==> config.mk <==
export PLATFORM = sky130hd
export DESIGN_NAME = fdmd_div_stage
export DESIGN_NICKNAME = d
export VERILOG_FILES = /design/src/rtl/fdmd_pkg.sv /design/src/rtl/fdmd_div_stage.sv
export SDC_FILE = /design/constraint.sdc
export NUM_CORES = 1
export LEC_CHECK = 0
export BUFFER_PORTS_ARGS = -buffer_cell sky130_fd_sc_hd__buf_2
export CAP_MARGIN = 25
export CORE_AREA = 3 3 398 400
export CTS_BUF_LIST = sky130_fd_sc_hd__clkbuf_4
export CTS_CLUSTER_DIAMETER = 150
export DETAILED_ROUTE_END_ITERATION = 6
export DIE_AREA = 0 0 401 403
export PLACE_DENSITY = 0.36
export SLEW_MARGIN = 20
export SYNTH_ARGS = -nofsm -noshare
export SYNTH_HDL_FRONTEND = slang
export SYNTH_SLANG_ARGS = --single-unit
==> constraint.sdc <==
create_clock -name clk_i -period 0.8 [get_ports clk_i]
set_clock_uncertainty 0.1 [all_clocks]
set_input_delay 0.16 -clock clk_i [delete_from_list [all_inputs] [get_ports clk_i]]
set_output_delay 0.16 -clock clk_i [all_outputs]
set_load 0.01 [all_outputs]
==> src/rtl/fdmd_pkg.sv <==
// Package for the fixed-point decimal multiply/divide unit.
// Holds the scale constant, widths and the status code type; no dependencies.
package fdmd_pkg;

  localparam int unsigned WordW = 128;
  localparam int unsigned ProdW = 256;
  localparam int unsigned DivSteps = 256;

  localparam logic [WordW-1:0] ScaleK = 128'd1000000000000000000;

  typedef logic [WordW-1:0] word_t;
  typedef logic [ProdW-1:0] prod_t;

  typedef enum logic [1:0] {
    StOk       = 2'd0,
    StOverflow = 2'd1,
    StDivZero  = 2'd2
  } status_e;

  typedef struct packed {
    logic  valid;
    logic  neg;
    logic  dz;
    word_t d;
  } div_ctl_t;

endpackage

==> src/rtl/fdmd_div_stage.sv <==
// One restoring division step: one quotient bit per stage, registered.
// Depends on fdmd_pkg.
module fdmd_div_stage (
  input  logic               clk_i,
  input  logic               rst_ni,
  input  logic               en_i,
  input  fdmd_pkg::div_ctl_t ctl_i,
  input  fdmd_pkg::word_t    rem_i,
  input  fdmd_pkg::prod_t    num_i,
  output fdmd_pkg::div_ctl_t ctl_o,
  output fdmd_pkg::word_t    rem_o,
  output fdmd_pkg::prod_t    num_o
);
  import fdmd_pkg::*;

  logic [WordW:0]   trial;
  logic [WordW:0]   diff;
  logic             take;
  logic             valid_q;
  div_ctl_t         ctl_q;
  word_t            rem_d, rem_q;
  prod_t            num_d, num_q;

  always_comb begin
    trial = {rem_i, num_i[ProdW-1]};
    diff  = trial - {1'b0, ctl_i.d};
    take  = (trial >= {1'b0, ctl_i.d});
    rem_d = take ? diff[WordW-1:0] : trial[WordW-1:0];
    num_d = {num_i[ProdW-2:0], take};
  end

  always_ff @(posedge clk_i or negedge rst_ni) begin
    if (!rst_ni) begin
      valid_q <= 1'b0;
    end else if (en_i) begin
      valid_q <= ctl_i.valid;
    end
  end

  always_ff @(posedge clk_i) begin
    if (en_i) begin
      ctl_q <= ctl_i;
      rem_q <= rem_d;
      num_q <= num_d;
    end
  end

  always_comb begin
    ctl_o       = ctl_q;
    ctl_o.valid = valid_q;
  end
  assign rem_o = rem_q;
  assign num_o = num_q;

endmodule

==> metrics, run 1 <==
clock-pin transition on the worst setup and hold timing paths 0.06 ns; Nets 5617; Core Footprint between 150000 and 200000 um2; maximum clock rate 0.363 GHz; final setup margin -1.96 ns; final period utilization 344%; Sw Ratio approximately 32%; Vias between 20000 and 30000; Via density 4.12; Seq/Total Area, Yosys 59.3%; antenna violations before repair 54; Sequential Power Share a little under two fifths; Inserted Clock Buffers between 150 and 200; Post-Syn Nets between 2000 and 3000; critical path fanouts, max 6; Die Y between 400 and 500 um; Antenna Nets Post-Route 0; DRC viols 0; Mean Syn Cell Area between 10 and 15 um2; Hold Path Class input pin to flip-flop; Root Buffer clkbuf_4; EDFF count, synth a little over 500; pin count of the biggest net entering global routing 44; predominant post-synthesis flop cell edfxtp_1; fillers 16258; WP data arrival ~3.5 ns; CTS tree yes; Rows about 150; gpl congestion between 0.8 and 0.9; full die area about 160000 um2; Setup CP Type input pin to flip-flop; RSZ-0062 raised after global routing yes; part of the power in combinational logic about a third; clock power share 30.0%; DRT Pass-1 Iters 5; cell-internal power between 0.06 and 0.07 W; Data required, critical path 1.52 ns; gr usage total between 20% and 30%; Worst Tran Pin Value 0.556 ns; critical path launch point type input pin; first-pass GRT wire length 231000 um; IO buf count roughly 1000; htree depth 4; clock latency on the worst-skew pair approximately 1.1 ns; DR iter-0 viols 1427; I/O pins ~1000; Leak 23.0 nW; failing checks negative hold slack, negative setup slack; post-layout util 33.7%; Syn-to-layout area delta 102%; sw power between 0.02 and 0.03 W; worst reg2reg path depth 1; post-synthesis async set-or-reset flop share less than 1%; hold path depth 1; Die W between 400 and 500 um; Tot Pwr just over 0.09 W; DP HPWL between 100000 and 150000 um; crit path time final roughly 2.8 ns; maximum clock path buffer count 3; Synth Instances approximately 2300; WL per Instance about 24 um; fin. max-slew vios 0; Mapped Area between 20000 and 30000 um2; reg2reg setup slack -0.04 ns; CTS sink count around 500; Peak VDD IR around 970 uV; vias in the first global route between 30000 and 40000; Yosys cell types 70; slew margin rel. 62.0%; number of synthesized register bits 515; pwr/cell area about 1700 nW/um2; final hold violation count 209; layout cells sized above 1 approximately half; Overflow after GRT 0; Initial Util between 10% and 20%; critical path capture point type flip-flop; Final setup viols between 1000 and 1500; Synth Warn # 0; maximum capacitance violations 0; Routed Wire Length about 170000 um; status complete, but fails checks; Fin Hold WS -0.868 ns
## sequential cells by signal, indices dropped and copies added (netlist names)
| register | count |
|---|---|
| ctl_o | 130 |
| num_o | 256 |
| rem_o | 128 |
| valid_q | 1 |
## per-layer routing
| metal | vias up | part of all wire (%) | global-route usage (%) |
|---|---|---|---|
| met5 | - | 0.087 | 0 |
| met4 | 22 | 4.3 | 8.57 |
| met3 | 284 | 6.0 | 5.60 |
| met2 | 933 | 52 | 37.2 |
| met1 | 14267 | 37 | 21.4 |
| li1 | 14022 | - | - |
## per-stage QoR
stage | setup TNS, ns | hold WS [ns] | cells | instance area [um2] | setup slack (ns)
final | -826.64 | -0.868 | 7167 | 52500 | -1.96
after detailed placement | -644.46 | -0.162 | 6114 | 39900 | -3.55
after global routing | -897.80 | -1.06 | 7155 | 52500 | -1.91
after global placement | -634.42 | -0.166 | 6114 | 39900 | -3.48
after floorplan | -301.14 | -0.236 | 2319 | 26300 | -2.41
after CTS | -882.12 | -1.10 | 7109 | 51700 | -1.70
## power by group through the flow
stage	registers, W	logic [W]	clock network [W]
finish	0.0342	0.0296	0.0274
CTS	0.0342	0.0295	0.0287
global route	0.0344	0.0317	0.0302
floorplan	0.0357	0.00729	0
detailed placement	0.0346	0.0234	0
global placement	0.0346	0.0235	0
## worst paths after layout
kind,from,to
worst min register to register,valid_q,valid_q
worst max register to register,valid_q,valid_q
worst max-delay path,ctl_i[124],rem_o[38]
min in group asynchronous,rst_ni,valid_q
max in group asynchronous,rst_ni,valid_q
worst min-delay path,ctl_i[118],ctl_o[118]
## synth_stat cells (4+ instances only)
library cell | instances | area (um2)
o31ai_1 | 12 | 90.1
clkbuf_1 | 69 | 259
and4_1 | 14 | 123
a21oi_1 | 310 | 1550
edfxtp_1 | 514 | 15400
xor2_1 | 49 | 429
ha_1 | 128 | 1600
a31oi_1 | 14 | 87.6
o21ai_0 | 144 | 721
a21o_1 | 41 | 308
nor4_1 | 7 | 43.8
xnor2_1 | 65 | 569
nor2b_1 | 8 | 50.1
or2_2 | 5 | 31.3
o21bai_1 | 39 | 293
o21ai_1 | 4 | 20.0
and3_1 | 11 | 68.8
o21a_1 | 23 | 173
nor2_1 | 216 | 811
o221ai_1 | 4 | 35.0
a21boi_0 | 13 | 97.6
nand2_1 | 183 | 687
a2111oi_0 | 6 | 52.6
nand4_1 | 70 | 438
o221a_2 | 4 | 45.0
a211oi_1 | 5 | 37.5
nor3_1 | 36 | 180
or3_1 | 9 | 56.3
nand3_1 | 22 | 110
a221oi_1 | 6 | 52.6
nand2b_1 | 7 | 43.8
inv_1 | 175 | 657
buf_6 | 7 | 78.8
o211ai_1 | 8 | 60.1
and2_1 | 8 | 50.1
nor3b_1 | 4 | 30.0
buf_2 | 21 | 105
## logic make-up (layout without fill, tap and decap cells)
group	Yosys count	in the layout	share of synthesized area, %
flops	515	515	59.3
fa+ha+maj	129	129	6.23
simple gates	610	610	10.8
buf+inv	277	3037	4.34
compound gates	668	668	15.2
mux	6	6	0.255
xor+xnor	114	114	3.83
other cells	0	30	0
## cell type report
cell class	count	area, um2	area share [%]
Clock buffer	226	1700	3.23
Clock inverter	45	304	0.579
Tap cell	2058	2570	4.91
Antenna cell	30	75.1	0.143
Inverter	176	713	1.36
Multi-Input combinational cell	1527	11000	21.0
Timing Repair Buffer	2590	20600	39.3
Sequential cell	515	15500	29.5
## critical path: stages
cell and delay [ns]:
buf_2 0.09, dlygate4sd3_1 0.60, inv_1 0.09, ha_1 0.31, and3_1 0.27, nand2_1 0.12
o21ai_0 0.19, a221oi_2 0.37, o21a_1 0.20, o31a_4 0.18, clkinv_4 0.07, buf_8 0.13
buf_12 0.15, buf_12 0.13, buf_12 0.12, buf_16 0.12, nor2_1 0.11, a21oi_2 0.04
## what timing repair did
item                                    in CTS  in global routing
hold buffers                               647                 22
pin swaps                                   73                 29
buffers inserted                            63                 16
gates resized for setup                    645                142
gates cloned                                18                  2
endpoints found under the hold margin     1029                226
endpoints found under the setup margin     645                676
## cells in the final DEF (no fill, tap or decap), drive strengths merged, types with 36 or more instances in the layout
cell type / netlist / layout
clkinv: 0 / 36
xor2: 49 / 49
inv: 176 / 180
dlygate4sd3: 0 / 669
xnor2: 65 / 65
edfxtp: 514 / 514
nand2: 183 / 183
o21ai: 148 / 148
o21bai: 39 / 39
a21o: 41 / 41
clkbuf: 69 / 228
a21oi: 310 / 310
nor3: 37 / 37
buf: 32 / 1919
nand4: 70 / 70
ha: 128 / 128
nor2: 216 / 216
(Power assumes the default switching activity.)
==> run 2, diff against run 1 <==
--- a/config.mk
+++ b/config.mk
@@ -7,11 +7,11 @@
 export LEC_CHECK = 0
 export BUFFER_PORTS_ARGS = -buffer_cell sky130_fd_sc_hd__buf_2
 export CAP_MARGIN = 25
-export CORE_AREA = 3 3 398 400
-export CTS_BUF_LIST = sky130_fd_sc_hd__clkbuf_4
+export CORE_AREA = 3 3 402 404
+export CTS_BUF_LIST = sky130_fd_sc_hd__clkbuf_16
 export CTS_CLUSTER_DIAMETER = 150
 export DETAILED_ROUTE_END_ITERATION = 6
-export DIE_AREA = 0 0 401 403
+export DIE_AREA = 0 0 405 407
 export PLACE_DENSITY = 0.36
 export SLEW_MARGIN = 20
 export SYNTH_ARGS = -nofsm -noshare
==> run 2 against run 1 <==
Compared with the run above: the flow still finishes with violations (negative hold slack, negative setup slack); critical path depth unchanged; worst hold slack improved by 0.45 ns; maximum frequency decreased by 12%; sequential share of layout area is 0.14 points lower; critical path type unchanged; critical endpoint is now rem_o[36]; largest cell class unchanged.
==> metrics, run 2 (synthesis gave the netlist of run 1 again) <==
layout cells sized above 1 52.1% (was 48.4%); maximum capacitance violations 0 (unchanged); Leak 22.8 nW (was 23.0 nW); htree depth 3 (was 4); Routed Wire Length 166000 um (was 169000 um); vias in the first global route 29658 (was 31049); slew margin rel. 41.5% (was 62.0%); clock latency on the worst-skew pair 0.66 ns (was 1.07 ns); Root Buffer clkbuf_16 (was clkbuf_4); maximum clock rate 0.318 GHz (was 0.363 GHz); final hold violation count 19 (was 209); full die area 165000 um2 (was 162000 um2); Initial Util 16.5% (was 16.7%); Overflow after GRT 0 (unchanged); most frequent cells in the layout buf_4, buf_2, edfxtp_1 (was buf_2, buf_4, dlygate4sd3_1); critical-path cell list buf_8 > inv_8 > ha_4 > nand4_1 > nor2_1 > or4b_4 > buf_6 > o221a_4 > a2111oi_4 > buf_6 > nor2_4 > o31a_4 > inv_6 > buf_16 > buf_16 > buf_12 > buf_16 > a21oi_2 (was buf_2 > dlygate4sd3_1 > inv_1 > ha_1 > and3_1 > nand2_1 > o21ai_0 > a221oi_2 > o21a_1 > o31a_4 > clkinv_4 > buf_8 > buf_12 > buf_12 > buf_12 > buf_16 > nor2_1 > a21oi_2); Syn-to-layout area delta 102% (about the same); Antenna Nets Post-Route 0 (unchanged); IO buf count 1032 (unchanged); final setup margin -2.34 ns (was -1.96 ns); critical path capture point type flip-flop (unchanged); pwr/cell area 1800 nW/um2 (was 1740 nW/um2); CTS tree yes (unchanged); CP max stage delay 0.53 ns (was 0.60 ns); Setup CP Type input pin to flip-flop (unchanged); critical path launch point type input pin (unchanged); Inserted Clock Buffers 68 (was 160); first-pass GRT wire length 224000 um (was 231000 um); Vias 28281 (was 29528); fin. max-slew vios 0 (unchanged); Tot Pwr 0.0950 W (was 0.0912 W); CP dominant cell by count buf_16 (was buf_12); Core Footprint 158000 um2 (was 156000 um2); Die Y 407 um (was 403 um); gr usage total 19.3% (was 20.2%); maximum clock path buffer count 3 (unchanged); min-delay src ctl_i[0] (was ctl_i[118]); crit path launch ctl_i[37] (was ctl_i[124]); critical-path cell with the highest stage delay or4b_4 (was dlygate4sd3_1); crit path time final 3.14 ns (was 2.76 ns); Final setup viols 652 (was 1076); commonest non-fill, non-tap cell in the layout buf_4 (was buf_2); worst r2r src valid_q (unchanged); fillers 16424 (was 16258); pin count of the biggest net entering global routing 31 (was 44); critical path fanouts, max 7 (was 6); final period utilization 393% (was 344%); failing checks negative hold slack, negative setup slack (unchanged); Data required, critical path 1.11 ns (was 1.52 ns); CTS sink count 515 (unchanged); Hold Path Class input pin to flip-flop (unchanged); RSZ-0062 raised after global routing yes (unchanged); gpl congestion 0.831 (was 0.881); DR iter-0 viols 1261 (was 1427); DRC viols 0 (unchanged); status complete, but fails checks (unchanged); Rows 146 (was 145); DP HPWL 135000 um (was 137000 um); clock-pin transition on the worst setup and hold timing paths 0.05 ns (was 0.06 ns); Worst Tran Pin Value 0.856 ns (was 0.556 ns); Nets 5438 (was 5617); Via density 4.08 (was 4.12); WL per Instance 24.0 um (was 23.6 um); Largest register FFs 256 (unchanged); Peak VDD IR 1450 uV (was 966 uV); Die W 405 um (was 401 um); antenna violations before repair 56 (was 54); WP data arrival 3.46 ns (was 3.48 ns); Fin Hold WS -0.417 ns (was -0.868 ns); DRT Pass-1 Iters 7 (was 5); I/O pins 1033 (unchanged)
run 2: final timing paths:
kind / to / slack [ns] / cells after the start
max: rem_o[36] / -2.34 / 18
min: ctl_o[0] / -0.42 / 1
max reg2reg: valid_q / -0.05 / 1
min reg2reg: valid_q / 0.42 / 1
max in group asynchronous: valid_q / 0.26 / 3
min in group asynchronous: valid_q / 0.23 / 3
run 2: final cells by class:
type	instances	area, um2	area share [%]
Antenna cell	30	75.1	0.142
Clock buffer	68	1700	3.23
Clock inverter	48	407	0.771
Inverter	176	708	1.34
Multi-Input combinational cell	1527	12000	22.8
Sequential cell	515	15500	29.3
Tap cell	2072	2590	4.92
Timing Repair Buffer	2503	19800	37.5
run 2: per-stage QoR:
stage | TNS (ns) | worst slack [ns] | cells | util (%) | area (um2)
detailed placement | -584.61 | -3.34 | 6167 | 25.4 | 40200
floorplan | -301.14 | -2.41 | 2319 | - | 26300
global placement | -587.56 | -3.34 | 6167 | 25.4 | 40200
finish | -623.09 | -2.34 | 6939 | 33.3 | 52700
global route | -665.25 | -2.33 | 6920 | 33.3 | 52700
CTS | -660.23 | -2.24 | 6890 | 32.2 | 51000
run 2: timing repair:
action / in CTS / in global routing
pin swaps: 105 / 49
setup buffers: 92 / 36
endpoints found under the hold margin: 696 / 44
resized for setup: 564 / 590
hold buffers: 505 / 5
cloned: 19 / 3
endpoints found under the setup margin: 645 / 652
run 2: power breakdown:
group	leakage, nW	switching, W	internal (W)	total, W
Combinational	16.7	0.0155	0.0154	0.0309
Sequential	5.04	0.00105	0.0330	0.0340
Clock	1.08	0.0132	0.0169	0.0301
run 2: per-layer routing:
layer / wire length, um / GRT usage (%) / part of all wire, %
met3: 10300 / 4.88 / 6.2
met1: 60800 / 20.4 / 37
met4: 6670 / 6.34 / 4.0
met5: 150 / 0 / 0.090
met2: 88400 / 37.1 / 53
run 2: critical path: cells and delay by family:
kind | cells | cell delay [ns]
buffers and inverters | 9 | 1.11
AND/OR/NAND/NOR | 4 | 0.86
adder cells (fa/ha/maj) | 1 | 0.25
AO/OA/AOI/OAI | 4 | 1.03
